**config.mk**
```make
export PLATFORM = sky130hd
export DESIGN_NAME = iso8601_utc_timestamp_parser
export DESIGN_NICKNAME = d
export VERILOG_FILES = /design/src/hw/rtl/iutp_pkg.sv /design/src/hw/rtl/iutp_queue.sv /design/src/hw/rtl/iutp_front.sv /design/src/hw/rtl/iutp_back.sv /design/src/hw/rtl/iso8601_utc_timestamp_parser.sv
export VERILOG_INCLUDE_DIRS = /design/src /design/src/hw/rtl
export SDC_FILE = /design/constraint.sdc
export NUM_CORES = 2
export LEC_CHECK = 0
export BUFFER_PORTS_ARGS = -buffer_cell sky130_fd_sc_hd__buf_2
export CORE_MARGIN = 2
export CORE_UTILIZATION = 50
export DETAILED_ROUTE_END_ITERATION = 16
export PLACE_DENSITY = 0.71
export SLEW_MARGIN = 20
export SYNTH_ARGS = -nofsm -noshare
export SYNTH_HDL_FRONTEND = slang
export SYNTH_SLANG_ARGS = --single-unit
```
**constraint.sdc**
```tcl
create_clock -name clk -period 11.3 [get_ports clk]
set_input_delay 2.26 -clock clk [delete_from_list [all_inputs] [get_ports clk]]
set_output_delay 2.26 -clock clk [all_outputs]
set_load 0.02 [all_outputs]
```
**src/hw/rtl/iso8601_utc_timestamp_parser_macros.svh**
```systemverilog
// Assertion macros shared by the timestamp parser RTL.
`ifndef ISO8601_UTC_TIMESTAMP_PARSER_MACROS_SVH
`define ISO8601_UTC_TIMESTAMP_PARSER_MACROS_SVH
`ifndef SYNTH
`define IUTP_ASSERT(label, prop) \
	label: assert property (@(posedge clk) disable iff (!arst_n) prop) \
		else $error("iutp: assertion failed");
`define IUTP_ASSERT_NEVER(label, cond) \
	label: assert property (@(posedge clk) disable iff (!arst_n) !(cond)) \
		else $error("iutp: forbidden condition seen");
`else
`define IUTP_ASSERT(label, prop)
`define IUTP_ASSERT_NEVER(label, cond)
`endif
`endif

```
**src/hw/rtl/iutp_pkg.sv**
```systemverilog
// Types, constants and tables shared by the timestamp parser modules.
`timescale 1ns / 1ps
`default_nettype none
package iutp_pkg;

	localparam int MID_DEPTH_DEF = 2;
	localparam int OUT_DEPTH_DEF = 8;
	localparam int EPOCH_W = 36;

	typedef enum logic [4:0] {
		PH_YEAR    = 5'd0,
		PH_DASH1   = 5'd1,
		PH_MONTH   = 5'd2,
		PH_DASH2   = 5'd3,
		PH_DAY     = 5'd4,
		PH_SEP     = 5'd5,
		PH_HOUR    = 5'd6,
		PH_COLON1  = 5'd7,
		PH_MINUTE  = 5'd8,
		PH_COLON2  = 5'd9,
		PH_SECOND  = 5'd10,
		PH_AFTER   = 5'd11,
		PH_FRAC    = 5'd12,
		PH_ZHOUR   = 5'd13,
		PH_ZCOLON  = 5'd14,
		PH_ZMINUTE = 5'd15,
		PH_DONE    = 5'd16
	} phase_t;

	typedef enum logic [1:0] {
		ZS_NONE  = 2'd0,
		ZS_PLUS  = 2'd1,
		ZS_MINUS = 2'd2
	} zone_sign_t;

	typedef struct packed {
		logic       ok;
		logic [13:0] year;
		logic [6:0] month;
		logic [6:0] day;
		logic [6:0] hour;
		logic [6:0] minute;
		logic [6:0] second;
		logic [6:0] zone_hours;
		logic [6:0] zone_minutes;
		zone_sign_t zone_sign;
	} record_t;

	typedef struct packed {
		logic                      valid_res;
		logic signed [EPOCH_W-1:0] epoch_seconds;
	} result_t;

	// Days from March 1 to the first day of the month, month counted from January as 0.
	function automatic logic [8:0] month_start_day(input logic [3:0] month);
		logic [8:0] days;
		unique case (month)
			4'd0:    days = 9'd306;
			4'd1:    days = 9'd337;
			4'd2:    days = 9'd0;
			4'd3:    days = 9'd31;
			4'd4:    days = 9'd61;
			4'd5:    days = 9'd92;
			4'd6:    days = 9'd122;
			4'd7:    days = 9'd153;
			4'd8:    days = 9'd184;
			4'd9:    days = 9'd214;
			4'd10:   days = 9'd245;
			4'd11:   days = 9'd275;
			default: days = 9'd0;
		endcase
		return days;
	endfunction

endpackage
`default_nettype wire

```
**src/hw/rtl/iutp_queue.sv**
```systemverilog
// Small first-in first-out queue built from registers.
`timescale 1ns / 1ps
`default_nettype none
module iutp_queue #(
	parameter int WIDTH = 8,
	parameter int DEPTH = 2
) (
	input  wire logic                         clk,
	input  wire logic                         arst_n,
	input  wire logic                         push,
	input  wire logic [WIDTH-1:0]             wdata,
	output logic                              full,
	input  wire logic                         pop,
	output logic [WIDTH-1:0]                  rdata,
	output logic                              empty,
	output logic [$clog2(DEPTH+1)-1:0]        count
);

	localparam int PtrW = (DEPTH > 1) ? $clog2(DEPTH) : 1;
	localparam int CntW = $clog2(DEPTH + 1);
	localparam logic [PtrW-1:0] LastPtr = PtrW'(DEPTH - 1);

	logic [WIDTH-1:0] mem_q [DEPTH];
	logic [PtrW-1:0]  wr_ptr_q;
	logic [PtrW-1:0]  rd_ptr_q;
	logic [CntW-1:0]  count_q;
	logic             do_push;
	logic             do_pop;

	assign full    = (count_q == CntW'(DEPTH));
	assign empty   = (count_q == '0);
	assign count   = count_q;
	assign do_push = push && !full;
	assign do_pop  = pop && !empty;
	assign rdata   = mem_q[rd_ptr_q];

	always_ff @(posedge clk) begin
		if (do_push) begin
			mem_q[wr_ptr_q] <= wdata;
		end
	end

	always_ff @(posedge clk or negedge arst_n) begin
		if (!arst_n) begin
			wr_ptr_q <= '0;
			rd_ptr_q <= '0;
			count_q  <= '0;
		end else begin
			if (do_push) begin
				wr_ptr_q <= (wr_ptr_q == LastPtr) ? '0 : wr_ptr_q + PtrW'(1);
			end
			if (do_pop) begin
				rd_ptr_q <= (rd_ptr_q == LastPtr) ? '0 : rd_ptr_q + PtrW'(1);
			end
			if (do_push && !do_pop) begin
				count_q <= count_q + CntW'(1);
			end else if (do_pop && !do_push) begin
				count_q <= count_q - CntW'(1);
			end
		end
	end

endmodule
`default_nettype wire

```
**src/hw/rtl/iutp_front.sv**
```systemverilog
// Character parser that turns one timestamp string into a field record.
`timescale 1ns / 1ps
`default_nettype none
module iutp_front (
	input  wire logic             clk,
	input  wire logic             arst_n,
	input  wire logic             accept,
	input  wire logic [7:0]       char_code,
	input  wire logic             last_char,
	output logic                  rec_push,
	output iutp_pkg::record_t     rec
);

	localparam logic [7:0] ChDash  = 8'h2D;
	localparam logic [7:0] ChColon = 8'h3A;
	localparam logic [7:0] ChDot   = 8'h2E;
	localparam logic [7:0] ChPlus  = 8'h2B;
	localparam logic [7:0] ChMinus = 8'h2D;
	localparam logic [7:0] ChUpT   = 8'h54;
	localparam logic [7:0] ChLowT  = 8'h74;
	localparam logic [7:0] ChSpace = 8'h20;

	iutp_pkg::phase_t     phase_q, phase_d, phase_inc;
	logic [2:0]           count_q, count_d, count_inc;
	logic [13:0]          year_q, year_d;
	logic [6:0]           month_q, month_d, day_q, day_d;
	logic [6:0]           hour_q, hour_d, minute_q, minute_d, second_q, second_d;
	logic [6:0]           zh_q, zh_d, zm_q, zm_d;
	iutp_pkg::zone_sign_t sign_q, sign_d;
	logic                 err_q, err_d;

	logic        is_digit;
	logic [3:0]  digit;
	logic [13:0] field_cur;
	logic [13:0] field_acc;
	logic [2:0]  field_len;
	logic        field_full;
	logic        is_zone_sign;

	assign is_digit     = (char_code >= 8'h30) && (char_code <= 8'h39);
	assign digit        = char_code[3:0];
	assign field_len    = (phase_q == iutp_pkg::PH_YEAR) ? 3'd4 : 3'd2;
	assign count_inc    = count_q + 3'd1;
	assign field_full   = (count_inc == field_len);
	assign phase_inc    = iutp_pkg::phase_t'(phase_q + 5'd1);
	assign is_zone_sign = (char_code == ChPlus) || (char_code == ChMinus);
	assign field_acc    = (count_q == '0) ? {10'd0, digit} :
		((field_cur << 3) + (field_cur << 1) + {10'd0, digit});

	always_comb begin
		unique case (phase_q)
			iutp_pkg::PH_YEAR:    field_cur = year_q;
			iutp_pkg::PH_MONTH:   field_cur = {7'd0, month_q};
			iutp_pkg::PH_DAY:     field_cur = {7'd0, day_q};
			iutp_pkg::PH_HOUR:    field_cur = {7'd0, hour_q};
			iutp_pkg::PH_MINUTE:  field_cur = {7'd0, minute_q};
			iutp_pkg::PH_SECOND:  field_cur = {7'd0, second_q};
			iutp_pkg::PH_ZHOUR:   field_cur = {7'd0, zh_q};
			iutp_pkg::PH_ZMINUTE: field_cur = {7'd0, zm_q};
			default:              field_cur = '0;
		endcase
	end

	always_comb begin
		phase_d  = phase_q;
		count_d  = count_q;
		year_d   = year_q;
		month_d  = month_q;
		day_d    = day_q;
		hour_d   = hour_q;
		minute_d = minute_q;
		second_d = second_q;
		zh_d     = zh_q;
		zm_d     = zm_q;
		sign_d   = sign_q;
		err_d    = err_q;
		if (!err_q) begin
			unique case (phase_q) inside
				iutp_pkg::PH_YEAR, iutp_pkg::PH_MONTH, iutp_pkg::PH_DAY,
				iutp_pkg::PH_HOUR, iutp_pkg::PH_MINUTE, iutp_pkg::PH_SECOND,
				iutp_pkg::PH_ZHOUR, iutp_pkg::PH_ZMINUTE: begin
					if (!is_digit) begin
						err_d = 1'b1;
					end else begin
						count_d = field_full ? 3'd0 : count_inc;
						if (field_full) begin
							phase_d = phase_inc;
						end
						if (phase_q == iutp_pkg::PH_YEAR)    year_d   = field_acc;
						if (phase_q == iutp_pkg::PH_MONTH)   month_d  = field_acc[6:0];
						if (phase_q == iutp_pkg::PH_DAY)     day_d    = field_acc[6:0];
						if (phase_q == iutp_pkg::PH_HOUR)    hour_d   = field_acc[6:0];
						if (phase_q == iutp_pkg::PH_MINUTE)  minute_d = field_acc[6:0];
						if (phase_q == iutp_pkg::PH_SECOND)  second_d = field_acc[6:0];
						if (phase_q == iutp_pkg::PH_ZHOUR)   zh_d     = field_acc[6:0];
						if (phase_q == iutp_pkg::PH_ZMINUTE) zm_d     = field_acc[6:0];
					end
				end
				iutp_pkg::PH_DASH1, iutp_pkg::PH_DASH2: begin
					if (char_code == ChDash) begin
						phase_d = phase_inc;
					end else begin
						err_d = 1'b1;
					end
				end
				iutp_pkg::PH_SEP: begin
					if ((char_code == ChUpT) || (char_code == ChLowT) || (char_code == ChSpace)) begin
						phase_d = phase_inc;
					end else begin
						err_d = 1'b1;
					end
				end
				iutp_pkg::PH_COLON1, iutp_pkg::PH_COLON2, iutp_pkg::PH_ZCOLON: begin
					if (char_code == ChColon) begin
						phase_d = phase_inc;
					end else begin
						err_d = 1'b1;
					end
				end
				iutp_pkg::PH_AFTER, iutp_pkg::PH_FRAC: begin
					if ((phase_q == iutp_pkg::PH_AFTER) && (char_code == ChDot)) begin
						phase_d = iutp_pkg::PH_FRAC;
					end else if ((phase_q == iutp_pkg::PH_FRAC) && is_digit) begin
						phase_d = iutp_pkg::PH_FRAC;
					end else if (is_zone_sign) begin
						sign_d  = (char_code == ChPlus) ? iutp_pkg::ZS_PLUS : iutp_pkg::ZS_MINUS;
						phase_d = iutp_pkg::PH_ZHOUR;
					end else begin
						phase_d = iutp_pkg::PH_DONE;
					end
				end
				iutp_pkg::PH_DONE: begin
					phase_d = iutp_pkg::PH_DONE;
				end
				default: begin
					err_d = 1'b1;
				end
			endcase
		end
	end

	always_comb begin
		rec_push         = accept && last_char;
		rec.ok           = !err_d && ((phase_d == iutp_pkg::PH_AFTER) ||
			(phase_d == iutp_pkg::PH_FRAC) || (phase_d == iutp_pkg::PH_DONE));
		rec.year         = year_d;
		rec.month        = month_d;
		rec.day          = day_d;
		rec.hour         = hour_d;
		rec.minute       = minute_d;
		rec.second       = second_d;
		rec.zone_hours   = zh_d;
		rec.zone_minutes = zm_d;
		rec.zone_sign    = sign_d;
	end

	always_ff @(posedge clk or negedge arst_n) begin
		if (!arst_n) begin
			phase_q  <= iutp_pkg::PH_YEAR;
			count_q  <= '0;
			year_q   <= '0;
			month_q  <= '0;
			day_q    <= '0;
			hour_q   <= '0;
			minute_q <= '0;
			second_q <= '0;
			zh_q     <= '0;
			zm_q     <= '0;
			sign_q   <= iutp_pkg::ZS_NONE;
			err_q    <= 1'b0;
		end else if (accept && last_char) begin
			phase_q  <= iutp_pkg::PH_YEAR;
			count_q  <= '0;
			year_q   <= '0;
			month_q  <= '0;
			day_q    <= '0;
			hour_q   <= '0;
			minute_q <= '0;
			second_q <= '0;
			zh_q     <= '0;
			zm_q     <= '0;
			sign_q   <= iutp_pkg::ZS_NONE;
			err_q    <= 1'b0;
		end else if (accept) begin
			phase_q  <= phase_d;
			count_q  <= count_d;
			year_q   <= year_d;
			month_q  <= month_d;
			day_q    <= day_d;
			hour_q   <= hour_d;
			minute_q <= minute_d;
			second_q <= second_d;
			zh_q     <= zh_d;
			zm_q     <= zm_d;
			sign_q   <= sign_d;
			err_q    <= err_d;
		end
	end

endmodule
`default_nettype wire

```
**src/hw/rtl/iutp_back.sv**
```systemverilog
// Five-stage converter from a field record to Unix seconds.
`timescale 1ns / 1ps
`default_nettype none
module iutp_back #(
	parameter int OUT_DEPTH = iutp_pkg::OUT_DEPTH_DEF
) (
	input  wire logic                           clk,
	input  wire logic                           arst_n,
	input  wire logic                           rec_empty,
	input  wire iutp_pkg::record_t              rec,
	output logic                                rec_pop,
	input  wire logic [$clog2(OUT_DEPTH+1)-1:0] out_count,
	output logic                                res_push,
	output iutp_pkg::result_t                   res
);

	localparam int NumStages = 5;
	localparam int SumW  = $clog2(OUT_DEPTH + NumStages + 2);
	localparam int DaysW = 23;
	localparam int TimeW = 40;
	localparam logic [DaysW-1:0] DaysBias = DaysW'(865566);
	localparam logic signed [17:0] SecsPerDay = 18'sd86400;
	localparam logic signed [TimeW-1:0] MaxSecs = 40'sd32535215999;

	logic v_s1, v_s2, v_s3, v_s4, v_s5;
	logic [SumW-1:0] inflight;

	// Stage 1: month carry into the year, shifted year for the day count.
	logic [6:0]  mon_m1;
	logic [12:0] mon_prod;
	logic [3:0]  mon_q;
	logic [6:0]  mon_rem;
	logic [14:0] yr;
	logic [3:0]  m_c;
	logic [14:0] yp_c;

	logic [13:0] yp_s1;
	logic [3:0]  m_s1;
	logic [6:0]  day_s1, hour_s1, minute_s1, second_s1, zh_s1, zm_s1;
	iutp_pkg::zone_sign_t sign_s1;
	logic ok_s1;

	assign mon_m1   = rec.month - 7'd1;
	assign mon_prod = 13'(mon_m1) * 13'd43;
	assign mon_q    = mon_prod[12:9];
	assign mon_rem  = mon_m1 - ({3'd0, mon_q} << 3) - ({3'd0, mon_q} << 2);
	assign yr       = (rec.month == '0) ? (15'(rec.year) - 15'd1) : (15'(rec.year) + 15'(mon_q));
	assign m_c      = (rec.month == '0) ? 4'd11 : mon_rem[3:0];
	assign yp_c     = yr - 15'(m_c < 4'd2) + 15'd400;

	// Stage 2: century count, month start day, time of day and zone offset.
	logic [11:0] quad_s1;
	logic [23:0] cent_prod;
	logic [18:0] sod_c, off_c;

	logic [13:0] yp_s2;
	logic [6:0]  cent_s2;
	logic [8:0]  doy_s2;
	logic [6:0]  day_s2;
	logic [18:0] sod_s2, off_s2;
	iutp_pkg::zone_sign_t sign_s2;
	logic ok_s2;

	assign quad_s1   = yp_s1[13:2];
	assign cent_prod = 24'(quad_s1) * 24'd2622;
	assign sod_c     = 19'(hour_s1) * 19'd3600 + 19'(minute_s1) * 19'd60 + 19'(second_s1);
	assign off_c     = 19'(zh_s1) * 19'd3600 + 19'(zm_s1) * 19'd60;

	// Stage 3: days since the epoch.
	logic [DaysW-1:0] days_c;
	logic signed [DaysW-1:0] days_s3;
	logic [18:0] sod_s3, off_s3;
	iutp_pkg::zone_sign_t sign_s3;
	logic ok_s3;

	assign days_c = DaysW'(yp_s2) * DaysW'(365) + DaysW'(yp_s2[13:2]) - DaysW'(cent_s2)
		+ DaysW'(cent_s2[6:2]) + DaysW'(doy_s2) + DaysW'(day_s2) - DaysBias;

	// Stage 4: seconds before the zone offset.
	logic signed [TimeW-1:0] day_secs;
	logic signed [TimeW-1:0] t_s4;
	logic [18:0] off_s4;
	iutp_pkg::zone_sign_t sign_s4;
	logic ok_s4;

	assign day_secs = days_s3 * SecsPerDay;

	// Stage 5: range check and zone correction.
	logic signed [TimeW-1:0] off_ext;
	logic signed [TimeW-1:0] secs_c;
	logic in_range;
	logic good_c;

	assign off_ext  = $signed(TimeW'(off_s4));
	assign in_range = !t_s4[TimeW-1] && (t_s4 <= MaxSecs);
	assign good_c   = ok_s4 && in_range;

	always_comb begin
		unique case (sign_s4)
			iutp_pkg::ZS_PLUS:  secs_c = t_s4 - off_ext;
			iutp_pkg::ZS_MINUS: secs_c = t_s4 + off_ext;
			default:            secs_c = t_s4;
		endcase
	end

	assign inflight = SumW'(out_count) + SumW'(v_s1) + SumW'(v_s2) + SumW'(v_s3)
		+ SumW'(v_s4) + SumW'(v_s5);
	assign rec_pop  = !rec_empty && (inflight < SumW'(OUT_DEPTH));
	assign res_push = v_s5;

	always_ff @(posedge clk or negedge arst_n) begin
		if (!arst_n) begin
			v_s1 <= 1'b0;
			v_s2 <= 1'b0;
			v_s3 <= 1'b0;
			v_s4 <= 1'b0;
			v_s5 <= 1'b0;
		end else begin
			v_s1 <= rec_pop;
			v_s2 <= v_s1;
			v_s3 <= v_s2;
			v_s4 <= v_s3;
			v_s5 <= v_s4;
		end
	end

	always_ff @(posedge clk) begin
		yp_s1     <= yp_c[13:0];
		m_s1      <= m_c;
		day_s1    <= rec.day;
		hour_s1   <= rec.hour;
		minute_s1 <= rec.minute;
		second_s1 <= rec.second;
		zh_s1     <= rec.zone_hours;
		zm_s1     <= rec.zone_minutes;
		sign_s1   <= rec.zone_sign;
		ok_s1     <= rec.ok;

		yp_s2   <= yp_s1;
		cent_s2 <= cent_prod[22:16];
		doy_s2  <= iutp_pkg::month_start_day(m_s1);
		day_s2  <= day_s1;
		sod_s2  <= sod_c;
		off_s2  <= off_c;
		sign_s2 <= sign_s1;
		ok_s2   <= ok_s1;

		days_s3 <= $signed(days_c);
		sod_s3  <= sod_s2;
		off_s3  <= off_s2;
		sign_s3 <= sign_s2;
		ok_s3   <= ok_s2;

		t_s4    <= day_secs + $signed(TimeW'(sod_s3));
		off_s4  <= off_s3;
		sign_s4 <= sign_s3;
		ok_s4   <= ok_s3;

		res.valid_res     <= good_c;
		res.epoch_seconds <= good_c ? secs_c[iutp_pkg::EPOCH_W-1:0] : '0;
	end

endmodule
`default_nettype wire

```
**src/hw/rtl/iso8601_utc_timestamp_parser.sv**
```systemverilog
// Top level of the ISO 8601 timestamp to Unix seconds parser.
// Throughput: one character per cycle while full is low, and at most one result per character.
// Path: a string's record goes through the record queue and the five conversion stages
// to the output queue; a record leaves the record queue only while the output queue has room.
// The output queue of OUT_DEPTH entries holds results while pop stays low.
// Reset: arst_n clears the parser state, both queues and the stage valids at once.
`timescale 1ns / 1ps
`default_nettype none
`include "iso8601_utc_timestamp_parser_macros.svh"
module iso8601_utc_timestamp_parser #(
	parameter int MID_DEPTH = iutp_pkg::MID_DEPTH_DEF,
	parameter int OUT_DEPTH = iutp_pkg::OUT_DEPTH_DEF
) (
	input  wire logic                                   clk,
	input  wire logic                                   arst_n,
	input  wire logic                                   push,
	output logic                                        full,
	input  wire logic [7:0]                             char_code,
	input  wire logic                                   last_char,
	output logic                                        empty,
	input  wire logic                                   pop,
	output logic                                        valid_res,
	output logic signed [iutp_pkg::EPOCH_W-1:0]         epoch_seconds
);

	logic                               accept;
	logic                               rec_push;
	iutp_pkg::record_t                  rec_in;
	iutp_pkg::record_t                  rec_out;
	logic                               mid_full;
	logic                               mid_empty;
	logic                               mid_pop;
	logic [$clog2(MID_DEPTH+1)-1:0]     mid_count;
	logic                               out_push;
	logic                               out_full;
	iutp_pkg::result_t                  res_in;
	iutp_pkg::result_t                  res_out;
	logic [$clog2(OUT_DEPTH+1)-1:0]     out_count;

	assign full   = mid_full;
	assign accept = push && !mid_full;

	iutp_front u_front (
		.clk       (clk),
		.arst_n    (arst_n),
		.accept    (accept),
		.char_code (char_code),
		.last_char (last_char),
		.rec_push  (rec_push),
		.rec       (rec_in)
	);

	iutp_queue #(
		.WIDTH ($bits(iutp_pkg::record_t)),
		.DEPTH (MID_DEPTH)
	) u_mid_queue (
		.clk    (clk),
		.arst_n (arst_n),
		.push   (rec_push),
		.wdata  (rec_in),
		.full   (mid_full),
		.pop    (mid_pop),
		.rdata  (rec_out),
		.empty  (mid_empty),
		.count  (mid_count)
	);

	iutp_back #(
		.OUT_DEPTH (OUT_DEPTH)
	) u_back (
		.clk       (clk),
		.arst_n    (arst_n),
		.rec_empty (mid_empty),
		.rec       (rec_out),
		.rec_pop   (mid_pop),
		.out_count (out_count),
		.res_push  (out_push),
		.res       (res_in)
	);

	iutp_queue #(
		.WIDTH ($bits(iutp_pkg::result_t)),
		.DEPTH (OUT_DEPTH)
	) u_out_queue (
		.clk    (clk),
		.arst_n (arst_n),
		.push   (out_push),
		.wdata  (res_in),
		.full   (out_full),
		.pop    (pop),
		.rdata  (res_out),
		.empty  (empty),
		.count  (out_count)
	);

	assign valid_res     = res_out.valid_res;
	assign epoch_seconds = res_out.epoch_seconds;

	`IUTP_ASSERT_NEVER(a_out_no_overflow, out_push && out_full)
	`IUTP_ASSERT_NEVER(a_mid_count_bound, mid_count > MID_DEPTH)
	`IUTP_ASSERT(a_string_queued, (push && !full && last_char) |=> !mid_empty)
	`IUTP_ASSERT(a_invalid_zero, (!empty && !valid_res) |-> (epoch_seconds == '0))

endmodule
`default_nettype wire
```
==> impl_summary.log <==
INFO  metric outcome = completed
INFO  metric critical_path_arrival = about 9 ns
INFO  metric post-route-period-util = between 70% and 80%
INFO  metric detail_route.vias_per_cell = 5.36
INFO  metric worstSetupEndpoint = u_back.yp_s1[12]$_DFF_P_
INFO  metric yosys.area_share.xor_xnor = under 10%
INFO  metric dpl-instance-area = 0.0500 mm²
INFO  metric numClockSinks = roughly 820
INFO  metric grt_setup_unrepaired = false
INFO  metric slew_at_the_pin_closest_to_its_max_slew_limit = around 1.1 ns
INFO  metric edff_count_synth = roughly 430
INFO  metric maximum_number_of_pins_on_one_net_before_global_route_repair = a little under 70
INFO  metric vias_in_the_first_global_route = 29.9k
INFO  metric crit_fanout = 32
INFO  metric simple_gate_share_of_the_synthesized_area = roughly 6.4%
INFO  metric muxShareOfSynthArea = 6.60%
INFO  metric cts_max_level = 3
INFO  metric grt_remaining_overflow = 0
INFO  metric worst_path_dominant_cell_family = compound AO/OA/AOI/OAI gates
INFO  metric clk-insertion-delay-late = around 0.64 ns
INFO  metric synth.distinct_cells = a little under 90
INFO  metric syn-cell-area = just under 0.05 mm²
INFO  metric max-slew-margin-rel = 27.6%
INFO  metric synth.cells.most_frequent = sky130_fd_sc_hd__ha_1 (566), sky130_fd_sc_hd__inv_1 (541), sky130_fd_sc_hd__edfxtp_1 (428)
INFO  metric detailroute.via_count = roughly 29k
INFO  metric type_of_origin_of_the_critical_path = register
INFO  metric post-place-ws = roughly 2.8 ns
INFO  metric postCtsSetupRepairBufs = 0
INFO  metric rows = between 100 and 150
INFO  metric maxSlewViolCount = 0
INFO  metric first_pass_grt_wire_length = between 150,000 and 200,000 µm
INFO  metric final_nets = 4,914
INFO  metric syn2layout_area_growth = 9.64%
INFO  metric min-delay-path-class = reg -> reg
INFO  metric cts_tree = done
INFO  metric yosysWarningCount = 0
INFO  metric timing.critical_path.mode_cell = sky130_fd_sc_hd__ha_1
INFO  metric setup_total_negative_slack = 0 ns
INFO  metric initialDrtViolationCount = 1,703
INFO  metric hold_viol = 0
INFO  metric worstRegToRegCells = 31
INFO  metric ioPinCount = 52
INFO  metric crit_path_top_delay_cell = sky130_fd_sc_hd__dfrtp_2
INFO  metric number_of_cells_produced_by_synthesis = between 4k and 5k
INFO  metric async_flop_share = 11.4%
INFO  metric gp_routability_congestion = between 0.8 and 0.9
INFO  metric critPathKind = reg -> reg
INFO  metric worst-path-stages = 31
INFO  metric drive_above_1_share = between 10% and 20%
INFO  metric synth.most_common_cell = sky130_fd_sc_hd__ha_1
INFO  metric clk_pin_slew_worst_paths = about 0.06 ns
INFO  metric start_util = between 50% and 60%
INFO  metric buffer_ports.inserted = 51
INFO  metric cpPeakStageDelay = between 0.8 and 0.9 ns
INFO  metric finClkSkew = around 0.018 ns
INFO  metric die_extent_in_y = approximately 310 µm
INFO  metric cp-startpoint = u_mid_queue.rd_ptr_q$_DFFE_PN0P_
INFO  metric worst_path_setup_slack_after_routing = 2.66 ns
INFO  metric detailedPlacementHpwl = about 67,000 µm
INFO  metric ff2ff_setup_slack = 2.66 ns
INFO  metric cp.required = 11.81 ns
INFO  metric post_synth_fa_ha_maj_area_fraction = between 20% and 30%
INFO  metric drt_pre_antenna_iters = 7
INFO  metric post_cts.resized_instances = 0
INFO  metric max_freq = 116 MHz
INFO  metric area_fraction_in_compound_gates_after_synthesis = a little under a tenth
INFO  metric ant_nets = 0
INFO  metric drt_wl_total = 92,300 µm
INFO  metric cts_made_buffers = slightly above 80
INFO  metric setup-violations-final = 0
INFO  metric post-synth-top-area-cell = sky130_fd_sc_hd__edfxtp_1
INFO  metric synth_largest_type_area_fraction = 26.7%
INFO  metric register_bit_total_from_synthesis = 819
INFO  metric antenna_found_initial = 4
INFO  metric synth_top_family_by_area = adder cells
INFO  metric syn-mean-instance-area = 12.0 µm²
INFO  metric cts_hold_buf = 0
INFO  metric dieArea = between 0.09 and 0.1 mm²
INFO  metric min_clock_period_post_route = 8.64 ns
INFO  metric worst_setup_path_end_kind = register
INFO  metric end_of_the_worst_register_to_register_path = u_back.yp_s1[12]$_DFF_P_
INFO  metric drc_errors = 0
INFO  metric seq_area_frac_synth = a little over two fifths
INFO  metric wl_per_cell = between 15 and 20 µm
INFO  metric track_usage = 19.2%
INFO  metric finalInstanceArea = around 0.053 mm²
INFO  metric ys_top_cells_by_area = sky130_fd_sc_hd__edfxtp_1 (27%), sky130_fd_sc_hd__ha_1 (15%), sky130_fd_sc_hd__dfxtp_1 (12%)
INFO  metric post_route_worst_hold_slack = roughly 0.32 ns
INFO  metric synth_flop_cell = sky130_fd_sc_hd__edfxtp_1
INFO  metric crit_buf_inv = 3
INFO  metric clock_path_buffers = 3
INFO  metric core-area = 0.0953 mm²
INFO  metric root_buffer = sky130_fd_sc_hd__clkbuf_16
INFO  metric max_cap_viol_count = 0
INFO  metric regToRegStartpoint = u_mid_queue.rd_ptr_q$_DFFE_PN0P_
INFO  metric synthesis.nets = about 4.8k
INFO  metric horizontal_extent_of_the_die = 315 µm
area by class of cell:
cell class | instances | area (µm²)
repair buffers | 76 | 445
well taps | 1265 | 1580
fillers | 7884 | 42400
diodes | 1 | 2.50
clock buffers | 111 | 2350
inverters | 541 | 2030
clock inverters | 42 | 536
multi-input cells | 2570 | 24800
flip-flops and latches | 819 | 21200
kinds of logic (layout without fill, tap and decap cells):
kind of cell | after synthesis | in the layout
fa+ha+maj | 810 | 810
simple gates | 646 | 646
compound gates | 667 | 667
other cells | 0 | 1
mux | 211 | 211
flops | 819 | 819
xor+xnor | 236 | 236
buf+inv | 633 | 770
metal layers:
| metal | routed length [µm] | up-vias | global-route usage (%) | part of all wire [%] |
|---|---|---|---|---|
| met5 | 12 | - | 0 | 0.013 |
| met4 | 2240 | 2 | 5.25 | 2.4 |
| met3 | 3100 | 153 | 2.45 | 3.4 |
| met2 | 45600 | 491 | 33.5 | 49 |
| met1 | 41400 | 14200 | 25.2 | 45 |
| li1 | - | 14300 | - | - |
how the worst min path moves through the flow:
stage | startpoint | end | depth (start not counted)
after global placement | u_back.off_s3[5]$_DFF_P_ | u_back.off_s4[5]$_DFF_P_ | 0
after CTS | u_back.day_s1[1]$_DFF_P_ | u_back.day_s2[1]$_DFF_P_ | 0
after floorplan | u_back.day_s1[0]$_DFF_P_ | u_back.day_s2[0]$_DFF_P_ | 0
after detailed placement | u_back.day_s1[1]$_DFF_P_ | u_back.day_s2[1]$_DFF_P_ | 0
after global routing | u_back.sod_s2[15]$_DFF_P_ | u_back.sod_s3[15]$_DFF_P_ | 0
final | u_back.day_s1[1]$_DFF_P_ | u_back.day_s2[1]$_DFF_P_ | 0
per-stage QoR:
step	cells	util, %
finish	5425	55.5
global route	5424	55.5
CTS	5424	55.5
detailed placement	5271	52.4
global placement	5271	52.4
floorplan	4022	-
sequential cells by signal, indices dropped and copies added (netlist names), 9 cells and up:
register and count:
u_back.doy_s2 9, u_back.off_s4 17, u_back.t_s4 40, u_out_queue.mem_q 296
u_back.yp_s1 14, u_back.sod_s2 19, u_back.yp_s2 14, u_back.off_s3 17
u_back.days_s3 23, u_back.res 37, u_mid_queue.mem_q 132, u_back.off_s2 17
u_back.sod_s3 19, u_front.year_q 14
worst register-to-register path: cells and delay by family, from the launching register on:
| family | cells | cell delay [ns] |
|---|---|---|
| mux | 1 | 0.53 |
| compound gates | 11 | 3.05 |
| buf+inv | 3 | 0.18 |
| fa+ha+maj | 6 | 2.16 |
| xor+xnor | 4 | 0.72 |
| flops | 1 | 0.86 |
| simple gates | 6 | 1.01 |
placed cells by master (no fill, tap or decap), types with 10 or more instances in the layout:
master	n
sky130_fd_sc_hd__clkbuf_1	12
sky130_fd_sc_hd__and3_1	17
sky130_fd_sc_hd__fa_1	244
sky130_fd_sc_hd__clkbuf_8	14
sky130_fd_sc_hd__nand4_1	19
sky130_fd_sc_hd__nor3_1	44
sky130_fd_sc_hd__nor2_1	153
sky130_fd_sc_hd__mux2i_1	22
sky130_fd_sc_hd__nand2b_1	37
sky130_fd_sc_hd__a211oi_1	23
sky130_fd_sc_hd__xnor2_1	154
sky130_fd_sc_hd__buf_2	50
sky130_fd_sc_hd__o21a_1	15
sky130_fd_sc_hd__or3_1	10
sky130_fd_sc_hd__a22oi_1	15
sky130_fd_sc_hd__inv_1	541
sky130_fd_sc_hd__o21ai_0	125
sky130_fd_sc_hd__xor2_1	81
sky130_fd_sc_hd__a21oi_1	196
sky130_fd_sc_hd__a22o_1	68
sky130_fd_sc_hd__ha_1	565
sky130_fd_sc_hd__nand2_1	208
sky130_fd_sc_hd__clkbuf_16	84
sky130_fd_sc_hd__dfxtp_1	298
sky130_fd_sc_hd__a21o_1	58
sky130_fd_sc_hd__buf_4	26
sky130_fd_sc_hd__a31oi_1	26
sky130_fd_sc_hd__o21bai_1	36
sky130_fd_sc_hd__mux4_2	74
sky130_fd_sc_hd__edfxtp_1	428
sky130_fd_sc_hd__nor4_1	10
sky130_fd_sc_hd__o211ai_1	10
sky130_fd_sc_hd__nand3_1	56
sky130_fd_sc_hd__o22ai_1	11
sky130_fd_sc_hd__mux2_2	115
sky130_fd_sc_hd__dfrtp_1	89
sky130_fd_sc_hd__and2_1	16
sky130_fd_sc_hd__nor2b_1	19
Power is left out: the tool's default activity adds up to more than one toggle a clock period on the data nets, which glitch-free logic cannot reach.
